**config.mk**
```make
export PLATFORM = sky130hd
export DESIGN_NAME = adc_channel_conditioner
export DESIGN_NICKNAME = d
export VERILOG_FILES = /design/src/design/acc_pkg.sv /design/src/design/acc_ctrl.sv /design/src/design/acc_dp.sv /design/src/design/adc_channel_conditioner.sv
export SDC_FILE = /design/constraint.sdc
export NUM_CORES = 1
export LEC_CHECK = 0
export ABC_AREA = 1
export BUFFER_PORTS_ARGS = -buffer_cell sky130_fd_sc_hd__clkbuf_2
export CAP_MARGIN = 40
export CORE_UTILIZATION = 60
export CTS_CLUSTER_DIAMETER = 80
export DETAILED_ROUTE_END_ITERATION = 6
export PLACE_DENSITY = 0.74
export SLEW_MARGIN = 15
export SYNTH_ARGS = -nofsm -noshare
export SYNTH_HDL_FRONTEND = slang
export SYNTH_SLANG_ARGS = --single-unit
```
**constraint.sdc**
```tcl
create_clock -name clk -period 23.8 [get_ports clk]
set_input_delay 1.19 -clock clk [delete_from_list [all_inputs] [get_ports clk]]
set_output_delay 1.19 -clock clk [all_outputs]
set_load 0.01 [all_outputs]
```
**src/design/acc_pkg.sv**
```systemverilog
`timescale 1ns / 1ps

package acc_pkg;

	localparam int CHAN_N    = 8;
	localparam int CHAN_W    = 3;
	localparam int SMP_W     = 12;
	localparam int GAIN_W    = 15;
	localparam int BIAS_W    = 13;
	localparam int CFG_IDX_W = 3;
	localparam int CFG_DAT_W = 15;

	localparam logic [SMP_W-1:0] SMP_MAX    = 12'd4095;
	localparam logic [SMP_W-1:0] POT0_RESET = 12'd2354;
	localparam logic [SMP_W-1:0] TAKEOVER   = 12'd100;
	localparam logic [GAIN_W-1:0] GAIN_UNITY = 15'd4096;

	// register indexes on the configuration port
	localparam logic [CFG_IDX_W-1:0] CFG_GAIN_0 = 3'd0;
	localparam logic [CFG_IDX_W-1:0] CFG_BIAS_0 = 3'd4;

	typedef enum logic [1:0] {
		OP_WRITE     = 2'd0,
		OP_READ_PROC = 2'd1,
		OP_ARM       = 2'd2,
		OP_READ_RAW  = 2'd3
	} op_t;

	typedef enum logic [1:0] {
		ST_IDLE,
		ST_MUL,
		ST_FIN
	} state_t;

	typedef struct packed {
		logic capture;   // take the input beat into the item registers
		logic sel_pair;  // read the paired CV channel for a processed pot read
		logic mul;       // register the gain product
		logic exec;      // perform write/arm/raw read and load the result
		logic fin;       // load the processed result
	} cmd_t;

	typedef struct packed {
		logic proc;      // item held is a processed read
	} stat_t;

endpackage

```
**src/design/acc_ctrl.sv**
```systemverilog
`timescale 1ns / 1ps

module acc_ctrl (
	input  logic           clk,
	input  logic           arst_n,
	input  logic           in_valid,
	output logic           in_ready,
	output logic           out_valid,
	input  logic           out_ready,
	input  acc_pkg::stat_t stat,
	output acc_pkg::cmd_t  cmd
);

	acc_pkg::state_t state_q, state_d;
	logic out_valid_q;
	logic out_free;
	logic load;

	assign out_free  = !out_valid_q || out_ready;
	assign out_valid = out_valid_q;
	assign load      = cmd.exec || cmd.fin;

	always_ff @(posedge clk or negedge arst_n) begin
		if (!arst_n) begin
			state_q     <= acc_pkg::ST_IDLE;
			out_valid_q <= 1'b0;
		end else begin
			state_q <= state_d;
			if (load)
				out_valid_q <= 1'b1;
			else if (out_ready)
				out_valid_q <= 1'b0;
		end
	end

	always_comb begin
		state_d  = state_q;
		cmd      = '0;
		in_ready = 1'b0;
		case (state_q)
			acc_pkg::ST_IDLE: begin
				in_ready    = 1'b1;
				cmd.capture = in_valid;
				if (in_valid)
					state_d = acc_pkg::ST_MUL;
			end
			acc_pkg::ST_MUL: begin
				cmd.sel_pair = 1'b1;
				if (stat.proc) begin
					cmd.mul = 1'b1;
					state_d = acc_pkg::ST_FIN;
				end else if (out_free) begin
					cmd.exec = 1'b1;
					state_d  = acc_pkg::ST_IDLE;
				end
			end
			acc_pkg::ST_FIN: begin
				if (out_free) begin
					cmd.fin = 1'b1;
					state_d = acc_pkg::ST_IDLE;
				end
			end
			default: begin
				state_d = acc_pkg::ST_IDLE;
			end
		endcase
	end

endmodule

```
**src/design/acc_dp.sv**
```systemverilog
`timescale 1ns / 1ps

module acc_dp #(
	parameter int NUM_POTS = 4
) (
	input  logic                           clk,
	input  logic                           arst_n,
	input  acc_pkg::cmd_t                  cmd,
	output acc_pkg::stat_t                 stat,
	input  logic [1:0]                     in_op,
	input  logic [acc_pkg::CHAN_W-1:0]     in_ch,
	input  logic [acc_pkg::SMP_W-1:0]      in_smp,
	input  logic                           cfg_we,
	input  logic [acc_pkg::CFG_IDX_W-1:0]  cfg_idx,
	input  logic [acc_pkg::CFG_DAT_W-1:0]  cfg_dat,
	output logic [acc_pkg::SMP_W-1:0]      out_data,
	output logic                           out_stored
);

	localparam int SW = acc_pkg::SMP_W;

	// item registers
	acc_pkg::op_t              op_q;
	logic [acc_pkg::CHAN_W-1:0] ch_q;
	logic [SW-1:0]             smp_q;

	// state and configuration
	logic [SW-1:0]                   vals_q [acc_pkg::CHAN_N];
	logic [NUM_POTS-1:0]             frozen_q;
	logic [acc_pkg::GAIN_W-1:0]      gain_q [4];
	logic signed [acc_pkg::BIAS_W-1:0] bias_q [4];

	// product stage
	logic signed [27:0]               prod_s1;
	logic signed [acc_pkg::BIAS_W-1:0] bias_s1;

	logic [SW-1:0]  data_q;
	logic           stored_q;

	logic                       is_pot;
	logic [NUM_POTS-1:0]        pot_dec;
	logic                       frozen_hit;
	logic [acc_pkg::CHAN_W-1:0] rd_addr;
	logic [SW-1:0]              rd;
	logic signed [12:0]         s_ctr;
	logic signed [28:0]         prod_full;
	logic signed [12:0]         diff;
	logic                       far;
	logic                       do_store;
	logic                       do_arm;

	logic signed [15:0] q_floor;
	logic signed [16:0] p_sum;
	logic [SW-1:0]      p_cl;
	logic signed [12:0] e_ctr;
	logic signed [24:0] m_scaled;
	logic signed [24:0] m_adj;
	logic signed [13:0] d_pot;
	logic signed [14:0] t_sum;
	logic [SW-1:0]      t_cl;
	logic [SW-1:0]      fin_data;

	assign is_pot = {1'b0, ch_q} < 4'(NUM_POTS);

	for (genvar i = 0; i < NUM_POTS; i++) begin : g_dec
		assign pot_dec[i] = (ch_q == acc_pkg::CHAN_W'(i));
	end
	assign frozen_hit = |(frozen_q & pot_dec);

	assign stat.proc = (op_q == acc_pkg::OP_READ_PROC);

	assign rd_addr = (cmd.sel_pair && stat.proc && is_pot) ? ch_q + 3'd4 : ch_q;
	assign rd      = vals_q[rd_addr];

	// centre on 2048 and apply the Q3.12 gain
	assign s_ctr     = $signed({1'b0, rd}) - 13'sd2048;
	assign prod_full = 29'(s_ctr) * $signed({14'd0, gain_q[rd_addr[1:0]]});

	// soft takeover
	assign diff     = $signed({1'b0, smp_q}) - $signed({1'b0, rd});
	assign far      = (diff > $signed({1'b0, acc_pkg::TAKEOVER}))
		|| (diff < -$signed({1'b0, acc_pkg::TAKEOVER}));
	assign do_store = cmd.exec && (op_q == acc_pkg::OP_WRITE)
		&& !(is_pot && frozen_hit && !far);
	assign do_arm   = cmd.exec && (op_q == acc_pkg::OP_ARM) && is_pot;

	// floor of product / 4096, bias, re-centre, clamp
	assign q_floor = prod_s1[27:12];
	assign p_sum   = 17'(q_floor) + 17'(bias_s1) + 17'sd2048;
	assign p_cl    = (p_sum < 0) ? '0
		: (p_sum > $signed({5'd0, acc_pkg::SMP_MAX})) ? acc_pkg::SMP_MAX : p_sum[SW-1:0];

	// (p - 2048) * 4095 / 2048, truncated toward zero
	assign e_ctr    = $signed({1'b0, p_cl}) - 13'sd2048;
	assign m_scaled = (25'(e_ctr) <<< 12) - 25'(e_ctr);
	assign m_adj    = (m_scaled < 0) ? m_scaled + 25'sd2047 : m_scaled;
	assign d_pot    = m_adj[24:11];
	assign t_sum    = $signed({3'd0, rd}) + 15'(d_pot);
	assign t_cl     = (t_sum < 0) ? '0
		: (t_sum > $signed({3'd0, acc_pkg::SMP_MAX})) ? acc_pkg::SMP_MAX : t_sum[SW-1:0];

	assign fin_data = is_pot ? t_cl : p_cl;

	always_ff @(posedge clk or negedge arst_n) begin
		if (!arst_n) begin
			for (int i = 0; i < acc_pkg::CHAN_N; i++)
				vals_q[i] <= (i == 0) ? acc_pkg::POT0_RESET : '0;
			frozen_q <= '0;
			for (int k = 0; k < 4; k++) begin
				gain_q[k] <= acc_pkg::GAIN_UNITY;
				bias_q[k] <= '0;
			end
		end else begin
			if (cfg_we) begin
				if (cfg_idx < acc_pkg::CFG_BIAS_0)
					gain_q[cfg_idx[1:0]] <= cfg_dat;
				else
					bias_q[cfg_idx[1:0]] <= $signed(cfg_dat[acc_pkg::BIAS_W-1:0]);
			end
			if (do_store)
				vals_q[ch_q] <= smp_q;
			for (int i = 0; i < NUM_POTS; i++) begin
				if (pot_dec[i] && do_arm)
					frozen_q[i] <= 1'b1;
				else if (pot_dec[i] && do_store)
					frozen_q[i] <= 1'b0;
			end
		end
	end

	always_ff @(posedge clk) begin
		if (cmd.capture) begin
			op_q  <= acc_pkg::op_t'(in_op);
			ch_q  <= in_ch;
			smp_q <= in_smp;
		end
		if (cmd.mul) begin
			prod_s1 <= prod_full[27:0];
			bias_s1 <= bias_q[rd_addr[1:0]];
		end
		if (cmd.exec) begin
			data_q   <= do_store ? smp_q : rd;
			stored_q <= do_store;
		end else if (cmd.fin) begin
			data_q   <= fin_data;
			stored_q <= 1'b0;
		end
	end

	assign out_data   = data_q;
	assign out_stored = stored_q;

endmodule

```
**src/design/adc_channel_conditioner.sv**
```systemverilog
`timescale 1ns / 1ps
// ADC channel conditioner: holds eight 12-bit channel values. Channels below
// NUM_POTS are pots with soft takeover, the rest are control voltages.
// Input stream: one beat per operation. tuser carries opcode and channel,
// tdata the sample (used by writes only). Output stream: one beat per
// operation. tdata carries the channel value, tuser the stored flag.
// Configuration channel: cfg_index 0..3 selects a CV gain (Q3.12), 4..7 a
// CV bias in counts; always ready, write only while no operation is active.
// Timing: a beat is taken in the idle state. Writes, arms and raw reads
// load their result from the multiply state; processed reads register the
// gain product in the multiply state, then apply bias, clamp and the pot
// rescale and load the result in the finish state. The next beat is taken
// only after the result is loaded and the block is back in idle.
// The result sits in an output register; a stalled receiver holds it, and
// the block holds its next result (and stops taking input) until taken.
// Reset clears all channels to 0 except pot 0 (2354), clears all freezes,
// sets every gain to unity and every bias to zero.
module adc_channel_conditioner #(
	parameter int NUM_POTS = 4
) (
	input  logic        clk,
	input  logic        arst_n,
	input  logic        s_axis_tvalid,
	output logic        s_axis_tready,
	input  logic [15:0] s_axis_tdata,   // [11:0] sample
	input  logic [4:0]  s_axis_tuser,   // [1:0] opcode, [4:2] channel
	output logic        m_axis_tvalid,
	input  logic        m_axis_tready,
	output logic [15:0] m_axis_tdata,   // [11:0] data
	output logic        m_axis_tuser,   // [0] stored
	input  logic        cfg_valid,
	output logic        cfg_ready,
	input  logic [2:0]  cfg_index,
	input  logic [14:0] cfg_data
);

	acc_pkg::cmd_t  cmd;
	acc_pkg::stat_t stat;
	logic [acc_pkg::SMP_W-1:0] out_data;

	// configuration writes never stall
	assign cfg_ready = 1'b1;

	acc_ctrl u_ctrl (
		.clk       (clk),
		.arst_n    (arst_n),
		.in_valid  (s_axis_tvalid),
		.in_ready  (s_axis_tready),
		.out_valid (m_axis_tvalid),
		.out_ready (m_axis_tready),
		.stat      (stat),
		.cmd       (cmd)
	);

	acc_dp #(
		.NUM_POTS (NUM_POTS)
	) u_dp (
		.clk        (clk),
		.arst_n     (arst_n),
		.cmd        (cmd),
		.stat       (stat),
		.in_op      (s_axis_tuser[1:0]),
		.in_ch      (s_axis_tuser[4:2]),
		.in_smp     (s_axis_tdata[11:0]),
		.cfg_we     (cfg_valid),
		.cfg_idx    (cfg_index),
		.cfg_dat    (cfg_data),
		.out_data   (out_data),
		.out_stored (m_axis_tuser)
	);

	// pad the result to whole bytes
	assign m_axis_tdata = {4'd0, out_data};

endmodule
```
# Yosys cells after proc, flatten, opt, wreduce, memory -nomap -nowiden
# Cells that the tools add are included.
[classes] n_addsub=9 n_mul=1 n_lt_le_gt_ge=15 n_eq_ne=8 mux=51 bitwise=6 reduce_logical=36
[op_table] op="2-to-1 mux 12 bit" count=11
[op_table] op="bitwise mux 96 bit" count=1
[op_table] op="bitwise mux 60 bit" count=1
[op_table] op="bitwise mux 52 bit" count=1
[op_table] op="2-to-1 mux 15 bit" count=3
[op_table] op="2-to-1 mux 13 bit" count=3
[op_table] op="binary-select mux 12 bit (select 3 bit)" count=1
[op_table] op="demux 12 bit (select 3 bit)" count=1
[op_table] op="binary-select mux 15 bit (select 2 bit)" count=1
[op_table] op="demux 15 bit (select 2 bit)" count=1
[op_table] op="multiplier 13 x 16 -> 28 bit" count=1
[op_table] op="binary-select mux 13 bit (select 2 bit)" count=1
[op_table] op="demux 13 bit (select 2 bit)" count=1
[op_table] op="subtractor 12 x 12 -> 13 bit (second input constant)" count=2
[op_table] op="adder 25 x 12 -> 25 bit (second input constant)" count=1
[op_table] op="< comparator 25 x 1 -> 1 bit (second input constant)" count=1
[op_table] op="2-to-1 mux 25 bit" count=1
[op_table] op="subtractor 25 x 13 -> 25 bit" count=1
[op_table] op="logical AND 1 bit" count=18
[op_table] op="2-to-1 mux 1 bit" count=18
[op_table] op="adder 16 x 13 -> 17 bit" count=1
[op_table] op="adder 17 x 13 -> 17 bit (second input constant)" count=1
[op_table] op="greater-than comparator 17 x 13 -> 1 bit (second input constant)" count=1
[op_table] op="< comparator 17 x 1 -> 1 bit (second input constant)" count=1
[op_table] op="other kinds (31)" count=53
[totals] reg_bits=286 inputBits=44 output_inout_bits=20 elab_cells=155

# Longest topological paths before layout
# Gate-level depths: netlist of run 1.
[depth] depth_word=22 depth_mapped=56 ltp_nobuf=55

# Modules after synthesis
# A second synthesis of run 1 with hierarchy kept.
[unflattened] cells_unflattened=2585 area_unflattened_um2=21463.1
[modules_own_cells] module="acc_dp" instances=1 cells_each=2552 area_each_um2=21241.6 seq_area_each_um2=7088.0
[modules_own_cells] module="acc_ctrl" instances=1 cells_each=26 area_each_um2=176.4 seq_area_each_um2=75.1
[modules_own_cells] module="adc_channel_conditioner" instances=1 cells_each=7 area_each_um2=45.0 seq_area_each_um2=0.0

# Worst setup path before layout of run 1
# No wires, ideal clock.
[synth_path] path_kind="reg2reg" startpoint="register u_dp.op_q[1]" endpoint="register u_dp.prod_s1[21] (data pin)" setup_ns=0.260 arrival_time_ns=7.910 slack_ns=15.630 stages_incl_launch_ff=33 path_buffers=2 synth_period_minus_slack_ns=8.170 path_cell_list="edfxtp_1 > inv_1 > nand2_1 > nor2_1 > nor2_1 > inv_1 > clkbuf_1 > nand2_1 > nand2_1 > clkinv_1 > clkbuf_1 > nand2_1 > fa_1 > fa_1 > inv_1 > fa_1 > inv_1 > fa_1 > inv_1 > fa_1 > inv_1 > fa_1 > inv_1 > ha_1 > nand2_1 > o21ai_1 > inv_1 > o21ai_1 > inv_1 > o21ai_1 > nand2_1 > nand2_1 > xor2_1"
[synth_via] elab_chain_len=10
[synth_lines] element="start: declaration" line_no="acc_dp.sv:23" rtl="acc_pkg::op_t op_q;"
[synth_lines] element="start signal: assignment" line_no="acc_dp.sv:133" rtl="op_q <= acc_pkg::op_t'(in_op);"
[synth_lines] element="== test 2 x 1 -> 1 bit (*)" line_no="acc_dp.sv:70" rtl="assign stat.proc = (op_q == acc_pkg::OP_READ_PROC);"
[synth_lines] element="logical AND 1 bit (*) (2 in a row)" line_no="acc_dp.sv:72" rtl="assign rd_addr = (cmd.sel_pair && stat.proc && is_pot) ? ch_q + 3'd4 : ch_q;"
[synth_lines] element="2-to-1 mux 3 bit (*)" line_no="acc_dp.sv:72"
[synth_lines] element="NOT 3 -> 4 bit (implied by the code)" line_no="acc_dp.sv:73" rtl="assign rd = vals_q[rd_addr];"
[synth_lines] element="binary-select mux 12 bit (select 3 bit)" line_no="acc_dp.sv:73"
[synth_lines] element="2-to-1 mux 12 bit (implied by the code) (2 in a row)" line_no="acc_dp.sv:73"
[synth_lines] element="subtractor 12 x 12 -> 13 bit" line_no="acc_dp.sv:76" rtl="assign s_ctr = $signed({1'b0, rd}) - 13'sd2048;"
[synth_lines] element="multiplier 13 x 16 -> 28 bit (*)" line_no="acc_dp.sv:77" rtl="assign prod_full = 29'(s_ctr) * $signed({14'd0, gain_q[rd_addr[1:0]]});"
[synth_lines] element="via u_dp.prod_full[21]" line_no="acc_dp.sv:46" rtl="logic signed [28:0] prod_full;"
[synth_lines] element="end signal: assignment" line_no="acc_dp.sv:138" rtl="prod_s1 <= prod_full[27:0];"
[synth_lines] element="end: declaration" line_no="acc_dp.sv:34" rtl="logic signed [27:0] prod_s1;"
# The timed path passes the listed nets; every way through them passes the cells marked *. The select of a mux whose other input is x is not followed.
# A chain may end at the register's enable or synchronous reset.

# Worst setup path after layout of run 1
[layout_path] startpoint="register u_dp.ch_q[0] in the netlist's numbering" endpoint="register u_dp.prod_s1[20] (data pin)"
[layout_via] elab_chain_len=9
[layout_lines] element="start: declaration" line_no="acc_dp.sv:24" rtl="logic [acc_pkg::CHAN_W-1:0] ch_q;"
[layout_lines] element="start signal: assignment" line_no="acc_dp.sv:134" rtl="ch_q <= in_ch;"
[layout_lines] element="< comparator 3 bit" line_no="acc_dp.sv:63" rtl="assign is_pot = {1'b0, ch_q} < 4'(NUM_POTS);"
[layout_lines] element="logical AND 1 bit" line_no="acc_dp.sv:72"
[layout_lines] element="2-to-1 mux 3 bit (*)" line_no="acc_dp.sv:72"
[layout_lines] element="NOT 3 -> 4 bit (implied by the code)" line_no="acc_dp.sv:73"
[layout_lines] element="binary-select mux 12 bit (select 3 bit)" line_no="acc_dp.sv:73"
[layout_lines] element="2-to-1 mux 12 bit (implied by the code) (2 in a row)" line_no="acc_dp.sv:73"
[layout_lines] element="subtractor 12 x 12 -> 13 bit" line_no="acc_dp.sv:76"
[layout_lines] element="multiplier 13 x 16 -> 28 bit (*)" line_no="acc_dp.sv:77"
[layout_lines] element="via u_dp.prod_full[20]" line_no="acc_dp.sv:46"
# Marks and branches as above.

==> results of run 1 <==
==> per-layer routing <==
metal	track usage, %	wire [microns]
met5	0	0
met1	41.1	22700
met3	5.21	4150
met2	48.5	24600
met4	10.7	1800
==> sequential cells by signal (all words and copies together) (netlist names) <==
signal	cells
u_dp.smp_q	12
u_dp.gain_q	60
u_ctrl.out_valid	1
u_dp.prod_s1	16
u_dp.vals_q	96
u_dp.out_stored	1
u_dp.ch_q	3
u_dp.bias_s1	13
u_ctrl.state_q	2
u_dp.out_data	12
u_dp.frozen_q	4
u_dp.bias_q	52
u_dp.op_q	2
==> per-stage QoR <==
step	utilization (%)	setup WS [ns]	hold WS, ns	cells	area, sq um
floorplan	-	15.63	0.448	2578	21400
global placement	63.0	15.25	0.462	3005	21900
detailed placement	63.5	15.10	0.474	3017	22100
CTS	66.5	15.06	0.489	3073	23100
global route	66.6	14.50	0.500	3076	23200
finish	66.6	15.04	0.484	3076	23200
==> kinds of logic after synthesis <==
logic type / after synthesis
other: 2
XOR/XNOR: 61
AO/OA/AOI/OAI: 438
buffers and inverters: 466
adder cells (fa/ha/maj): 298
flip-flops: 274
AND/OR/NAND/NOR: 1036
==> worst register-to-register path: cells and delay by family (launching register included) <==
| kind | cells | cell delay [ns] |
|---|---|---|
| compound gates | 4 | 1.03 |
| flops | 1 | 0.51 |
| buf+inv | 12 | 2.06 |
| simple gates | 8 | 1.35 |
| xor+xnor | 1 | 0.06 |
| fa+ha+maj | 7 | 3.53 |
==> layout make-up <==
type / instances / area (sq um)
tap: 455 / 569
sequential: 274 / 7160
timing repair buffer: 85 / 617
multi-input combinational: 1838 / 12400
fill: 2866 / 11600
clock buffer: 43 / 912
inverter: 368 / 1380
clock inverter: 13 / 106
==> Yosys cell counts, types with 10 or more instances <==
library cell	count	area, sq um
o21a_1	14	105
o21ai_0	241	1210
a22oi_1	64	480
nand2_1	649	2440
nor2_2	11	68.8
nand2_2	35	219
xor2_1	38	333
dfrtp_1	206	5150
inv_1	351	1320
ha_1	153	1910
edfxtp_1	59	1770
fa_1	145	2900
clkbuf_1	67	251
nand3_1	91	455
nand4_1	16	100
o22ai_1	17	106
xnor2_1	23	201
buf_2	12	60.1
inv_2	12	45.0
nor2_1	175	657
a21oi_1	55	275
nand2_4	10	113
nand3_2	15	150
o21bai_1	10	75.1
==> how the worst max path moves through the flow <==
| stage | endpoint | slack [ns] | depth (start not counted) |
|---|---|---|---|
| 2_1_floorplan | u_dp.prod_s1[21]$_DFFE_PP_ | 15.63 | 32 |
| 3_3_place_gp | u_dp.prod_s1[21]$_DFFE_PP_ | 15.25 | 32 |
| 3_5_place_dp | u_dp.prod_s1[20]$_DFFE_PP_ | 15.10 | 32 |
| 4_1_cts | u_dp.prod_s1[20]$_DFFE_PP_ | 15.06 | 32 |
| 5_1_grt | u_dp.prod_s1[20]$_DFFE_PP_ | 14.50 | 32 |
| 6_report | u_dp.prod_s1[20]$_DFFE_PP_ | 15.04 | 32 |
==> impl_table.tex, run 1 <==
\begin{tabular}{lr}
\hline
Metric & Value \\
\hline
\multicolumn{2}{l}{\textbf{Status}} \\
\quad Result of the run & finished, final reports clean \\
\multicolumn{2}{l}{\textbf{Worst setup path}} \\
\quad Setup crit end kind & flip-flop \\
\quad Setup slack of the most critical reg-to-reg path & 15.04 ns \\
\quad Slowest library cell on the worst path & clkinv\_1 \\
\quad Worst reg2reg path depth & 32 \\
\quad CP dominant cell by count & inv\_1 \\
\quad RR Startpoint & u\_dp.ch\_q[0]\$\_DFFE\_PP\_ \\
\quad Maximum single-stage delay on the critical path & 0.60 ns \\
\quad CP delay by family, top & adder cells \\
\quad Required time of the critical path & 24.15 ns \\
\quad Worst r2r dst & u\_dp.prod\_s1[20]\$\_DFFE\_PP\_ \\
\quad Crit path launch type & flip-flop \\
\quad Category of the most critical setup path & flip-flop to flip-flop \\
\quad Buffers \& Inverters on Critical Path & 12 \\
\quad Timing startpoint of the critical path & u\_dp.ch\_q[0]\$\_DFFE\_PP\_ \\
\quad Maximum fanout along the worst path & 26 \\
\quad Data arrival time of the critical path & 9.11 ns \\
\multicolumn{2}{l}{\textbf{Logic synthesis}} \\
\quad Post-synthesis adder-cell area fraction & 22.5\% \\
\quad Xor-xnor portion of the synthesized cell area & 2.50\% \\
\quad Cell variety after synth & 60 \\
\quad Total number of yosys warnings & 0 \\
\quad Area fraction in and, or, nand and nor cells after synthesis & 21.0\% \\
\quad Commonest register cell after synthesis & dfrtp\_1 \\
\quad Share of the synthesized area in compound gates (AO/OA/AOI/OAI) & 11.8\% \\
\quad Post-synth EDFFs & 59 \\
\quad Number of standard cells after synthesis & 2575 \\
\quad Post-synthesis mux area share & 0\% \\
\quad Total standard cell area after synthesis & 21400 sq um \\
\quad Post-synthesis register bit count & 274 \\
\quad Proportion of synthesized chip area in sequential cells & 33.5\% \\
\quad Largest family of logic cells by synthesized area & adder cells \\
\quad Average cell area after synthesis & 8.31 sq um \\
\quad Post-synth ARST share & 78.5\% \\
\multicolumn{2}{l}{\textbf{Routing}} \\
\quad Iteration count of the initial detailed-routing pass & 6 \\
\quad Average detailed-routed wire length per instance & 17.3 microns \\
\quad Remaining antenna violation count & 0 \\
\quad Via Count & 17.4k \\
\quad Initial drt markers & 1516 \\
\quad Number of DRC violations after detailed routing & 0 \\
\quad Mean number of vias per cell & 5.67 \\
\quad Final wirelength & 53200 microns \\
\multicolumn{2}{l}{\textbf{GRT}} \\
\quad Aggregate global-route resource usage & 30.2\% \\
\quad Via count of the first global-routing pass & 17.0k \\
\quad Aggregate global routing overflow & 0 \\
\quad Initial antenna violation count & 0 \\
\quad Largest net degree at the start of global routing & 78 \\
\quad First-pass GRT wire length & 86100 microns \\
\multicolumn{2}{l}{\textbf{Timing}} \\
\quad Final count of negative-setup-slack endpoints & 0 \\
\quad Time the final worst path needs with I/O delays and setup & 8.76 ns \\
\quad Setup repair after global routing missed its margin & no \\
\quad Maximum clock frequency & 0.114 GHz \\
\quad Final clock period utilization by the worst path & 36.8\% \\
\quad Relative max-transition margin & 39.0\% \\
\quad Clock tree skew after final layout & 0.0374 ns \\
\quad Total negative setup slack & 0 ns \\
\quad Slew @ Worst Pin & 0.914 ns \\
\quad Final number of max-transition violations & 0 \\
\quad Hold Vio Cnt, Final & 0 \\
\multicolumn{2}{l}{\textbf{Layout}} \\
\quad Leading cell types in the layout, fill and taps excluded & nand2\_1, inv\_1, o21ai\_0 \\
\quad Most common cell after layout, fill and taps aside & nand2\_1 \\
\quad Share of cells above drive strength 1 & 9.58\% \\
\quad Total number of nets in the final design & 2939 \\
\quad Synthesis-to-layout area growth & 8.30\% \\
\quad Number of diodes added for antenna fixing & 0 \\
\multicolumn{2}{l}{\textbf{CTS}} \\
\quad Setup Buffers After CTS & 0 \\
\quad Clock root cell & clkbuf\_16 \\
\quad TritonCTS clock tree & yes \\
\quad Clock buffer count from CTS & 30 \\
\quad CTS Hold Bufs & 0 \\
\quad H-tree depth & 1 \\
\quad Clock insertion delay at the later pin of the skew report & 0.60 ns \\
\quad \# clock sinks & 274 \\
\quad Number of gates resized after CTS & 0 \\
\quad Register clock-pin slew on the reported worst setup and hold paths & 0.06 ns \\
\quad Buffer levels on the longest clock path & 3 \\
\multicolumn{2}{l}{\textbf{Worst hold path}} \\
\quad Class of the worst hold path & flip-flop to flip-flop \\
\quad WHS Endpoint & u\_dp.bias\_q[36]\$\_DFFE\_PN0P\_ \\
\quad Number of cells on the worst hold path & 2 \\
\quad Hold Crit Start & u\_dp.bias\_q[36]\$\_DFFE\_PN0P\_ \\
\multicolumn{2}{l}{\textbf{Floorplanning}} \\
\quad Vertical die dimension & 191 microns \\
\quad \# rows & 68 \\
\quad Boundary pin count & 64 \\
\quad Starting Density & 61.5\% \\
\quad Overall die width & 191 microns \\
\quad Area of the core region & 34800 sq um \\
\quad Die area & 36400 sq um \\
\multicolumn{2}{l}{\textbf{Placement}} \\
\quad Placer Congestion & 0.925 \\
\quad Final HPWL DP & 39300 microns \\
\quad Port Buffer Count & 54 \\
\multicolumn{2}{l}{\textbf{Job}} \\
\quad Max-cap check violation count & 0 \\
\hline
\end{tabular}
Power of run 1 is left out: the tool's default activity adds up to more than one toggle a clock period on the data nets, which glitch-free logic cannot reach.
==> inputs of run 2 (changes only) <==
==> constraint.sdc (replaced) <==
create_clock -name clk -period 8.44 [get_ports clk]
set_input_delay 0.422 -clock clk [delete_from_list [all_inputs] [get_ports clk]]
set_output_delay 0.422 -clock clk [all_outputs]
set_load 0.01 [all_outputs]
==> impl_table.tex, run 2 (synthesis results as in run 1) <==
\begin{tabular}{lr}
\hline
Metric & Value \\
\hline
\multicolumn{2}{l}{\textbf{Worst setup path}} \\
\quad Maximum fanout along the worst path & 36 (was 26) \\
\quad RR Startpoint & u\_dp.ch\_q[1]\$\_DFFE\_PP\_ (was u\_dp.ch\_q[0]\$\_DFFE\_PP\_) \\
\quad Worst reg2reg path depth & 36 (was 32) \\
\quad Maximum single-stage delay on the critical path & 0.56 ns (was 0.60 ns) \\
\quad Required time of the critical path & 8.78 ns (was 24.15 ns) \\
\quad Slowest library cell on the worst path & fa\_1 (was clkinv\_1) \\
\quad Worst r2r dst & u\_dp.prod\_s1[20]\$\_DFFE\_PP\_ (unchanged) \\
\quad Timing startpoint of the critical path & u\_dp.ch\_q[1]\$\_DFFE\_PP\_ (was u\_dp.ch\_q[0]\$\_DFFE\_PP\_) \\
\quad Setup slack of the most critical reg-to-reg path & 0.68 ns (was 15.04 ns) \\
\quad CP dominant cell by count & inv\_1 (unchanged) \\
\quad Setup crit end kind & flip-flop (unchanged) \\
\quad Category of the most critical setup path & flip-flop to flip-flop (unchanged) \\
\quad Crit path launch type & flip-flop (unchanged) \\
\quad Data arrival time of the critical path & 8.09 ns (was 9.11 ns) \\
\multicolumn{2}{l}{\textbf{Placement}} \\
\quad Cell Count Post-Placement & 3041 (was 3017) \\
\quad Final HPWL DP & 40800 microns (was 39300 microns) \\
\quad Port Buffer Count & 54 (unchanged) \\
\quad Placer Congestion & 0.958 (was 0.925) \\
\quad Cell Area, Placed & 22300 sq um (was 22100 sq um) \\
\multicolumn{2}{l}{\textbf{Routing}} \\
\quad Mean number of vias per cell & 5.66 (was 5.67) \\
\quad Iteration count of the initial detailed-routing pass & 6 (unchanged) \\
\quad Average detailed-routed wire length per instance & 17.3 microns (about the same) \\
\quad Remaining antenna violation count & 0 (unchanged) \\
\quad Via Count & 17.5k (was 17.4k) \\
\quad Final wirelength & 53700 microns (was 53200 microns) \\
\quad Initial drt markers & 1272 (was 1516) \\
\quad Number of DRC violations after detailed routing & 0 (unchanged) \\
\multicolumn{2}{l}{\textbf{Layout}} \\
\quad Largest register by flop count & u\_dp.vals\_q (unchanged) \\
\quad Layout Cell Area excl Fill & 23300 sq um (was 23200 sq um) \\
\quad Largest regs & u\_dp.vals\_q: 96 flops, u\_dp.gain\_q: 60 flops, u\_dp.bias\_q: 52 flops (unchanged) \\
\quad Combined area of the multi-input logic cells & 12400 sq um (about the same) \\
\quad Max reg flops & 96 (unchanged) \\
\quad Total number of nets in the final design & 2961 (was 2939) \\
\quad Register cell area after layout & 7160 sq um (unchanged) \\
\quad Most common cell after layout, fill and taps aside & nand2\_1 (unchanged) \\
\quad Count of placed standard cells in the final layout, fillers left out & 3096 (was 3076) \\
\quad Leading cell types in the layout, fill and taps excluded & nand2\_1, inv\_1, o21ai\_0 (unchanged) \\
\quad \# fillers & 2871 (was 2866) \\
\quad Synthesis-to-layout area growth & 8.82\% (was 8.30\%) \\
\quad Share of cells above drive strength 1 & 10.1\% (was 9.58\%) \\
\quad Number of diodes added for antenna fixing & 0 (unchanged) \\
\multicolumn{2}{l}{\textbf{CTS}} \\
\quad \# clock sinks & 274 (unchanged) \\
\quad Clock buffer count from CTS & 28 (was 30) \\
\quad Buffer levels on the longest clock path & 3 (unchanged) \\
\quad H-tree depth & 1 (unchanged) \\
\quad Register clock-pin slew on the reported worst setup and hold paths & 0.07 ns (was 0.06 ns) \\
\quad TritonCTS clock tree & yes (unchanged) \\
\quad Clock insertion delay at the later pin of the skew report & 0.58 ns (was 0.60 ns) \\
\quad Clock root cell & clkbuf\_16 (unchanged) \\
\multicolumn{2}{l}{\textbf{GRT}} \\
\quad Via count of the first global-routing pass & 17.1k (was 17.0k) \\
\quad Aggregate global-route resource usage & 30.4\% (was 30.2\%) \\
\quad Initial antenna violation count & 1 (was 0) \\
\quad Largest net degree at the start of global routing & 90 (was 78) \\
\quad First-pass GRT wire length & 86500 microns (was 86100 microns) \\
\quad Aggregate global routing overflow & 0 (unchanged) \\
\multicolumn{2}{l}{\textbf{Worst hold path}} \\
\quad Hold Crit Start & s\_axis\_tdata[9] (was u\_dp.bias\_q[36]\$\_DFFE\_PN0P\_) \\
\quad WHS Endpoint & u\_dp.smp\_q[9]\$\_DFFE\_PP\_ (was u\_dp.bias\_q[36]\$\_DFFE\_PN0P\_) \\
\quad Class of the worst hold path & primary input to flip-flop (was flip-flop to flip-flop) \\
\quad Number of cells on the worst hold path & 1 (was 2) \\
\multicolumn{2}{l}{\textbf{Timing}} \\
\quad Final clock period utilization by the worst path & 91.9\% (was 36.8\%) \\
\quad Maximum clock frequency & 0.129 GHz (was 0.114 GHz) \\
\quad Relative max-transition margin & 37.4\% (was 39.0\%) \\
\quad Total negative setup slack & 0 ns (unchanged) \\
\quad Clock tree skew after final layout & 0.0268 ns (was 0.0374 ns) \\
\quad Setup repair after global routing missed its margin & no (unchanged) \\
\quad Slew @ Worst Pin & 0.936 ns (was 0.914 ns) \\
\quad Final count of negative-setup-slack endpoints & 0 (unchanged) \\
\quad Hold Vio Cnt, Final & 0 (unchanged) \\
\quad Time the final worst path needs with I/O delays and setup & 7.76 ns (was 8.76 ns) \\
\quad Final number of max-transition violations & 0 (unchanged) \\
\multicolumn{2}{l}{\textbf{Floorplanning}} \\
\quad Boundary pin count & 64 (unchanged) \\
\quad Die area & 36400 sq um (unchanged) \\
\quad \# rows & 68 (unchanged) \\
\quad Overall die width & 191 microns (unchanged) \\
\quad Vertical die dimension & 191 microns (unchanged) \\
\quad Area of the core region & 34800 sq um (unchanged) \\
\quad Starting Density & 61.5\% (unchanged) \\
\multicolumn{2}{l}{\textbf{Status}} \\
\quad Result of the run & finished, final reports clean (unchanged) \\
\multicolumn{2}{l}{\textbf{Job}} \\
\quad Max-cap check violation count & 0 (unchanged) \\
\hline
\end{tabular}
run 2: changes by cell type in the layout (fill, tap and decap cells not counted), moves of 2 or more:
cell,delta
buf_4,+27
clkbuf_16,-4
bufinv_16,+3
clkbuf_8,-3
buf_6,-2
inv_4,-2
inv_6,-2
run 2: stage by stage:
stage	worst slack (ns)	util [%]	hold WS, ns
3_3_place_gp	0.785	63.5	0.462
4_1_cts	0.520	66.8	0.0193
5_1_grt	0.0208	66.9	0.0254
3_5_place_dp	0.603	64.0	0.473
2_1_floorplan	0.270	-	0.126
6_report	0.681	66.9	0.0279
run 2: final cells by class:
| class | instances | share of cell area, % |
|---|---|---|
| Multi-Input combinational cell | 1838 | 53.4 |
| Clock buffer | 37 | 3.33 |
| Tap cell | 455 | 2.45 |
| Inverter | 368 | 5.94 |
| Clock inverter | 15 | 0.823 |
| Sequential cell | 274 | 30.8 |
| Timing Repair Buffer | 109 | 3.32 |
run 2: worst max-delay path: cells and delay by family, from the launching register on:
family,cells,cell delay [ns]
adder cells (fa/ha/maj),7,2.97
buffers and inverters,12,1.52
AO/OA/AOI/OAI,8,1.47
AND/OR/NAND/NOR,8,0.98
flip-flops,1,0.51
XOR/XNOR,1,0.07
run 2: worst max path at each step:
stage,to,slack (ns),depth (start not counted)
after global routing,u_dp.out_data[9]$_DFFE_PP_,0.02,50
after detailed placement,u_dp.out_data[11]$_DFFE_PP_,0.60,50
after CTS,u_dp.out_data[9]$_DFFE_PP_,0.52,50
final,u_dp.prod_s1[20]$_DFFE_PP_,0.68,36
after global placement,u_dp.out_data[3]$_DFFE_PP_,0.79,50
after floorplan,u_dp.prod_s1[21]$_DFFE_PP_,0.27,32
run 2: layer usage:
metal	vias up	wire length (microns)	GRT usage [%]
met5	-	0	0
met4	0	1730	9.78
met3	130	4260	4.67
met2	671	25400	50.4
met1	8383	22300	40.8
li1	8333	-	-
run 2: what timing repair did:
action,CTS,global route
hold buffers,1,0
gates resized for setup,0,1
buffers inserted,0,2
hold endpoints to repair,84,0
endpoints found under the setup margin,0,12
Power of run 2 is left out for the same reason.
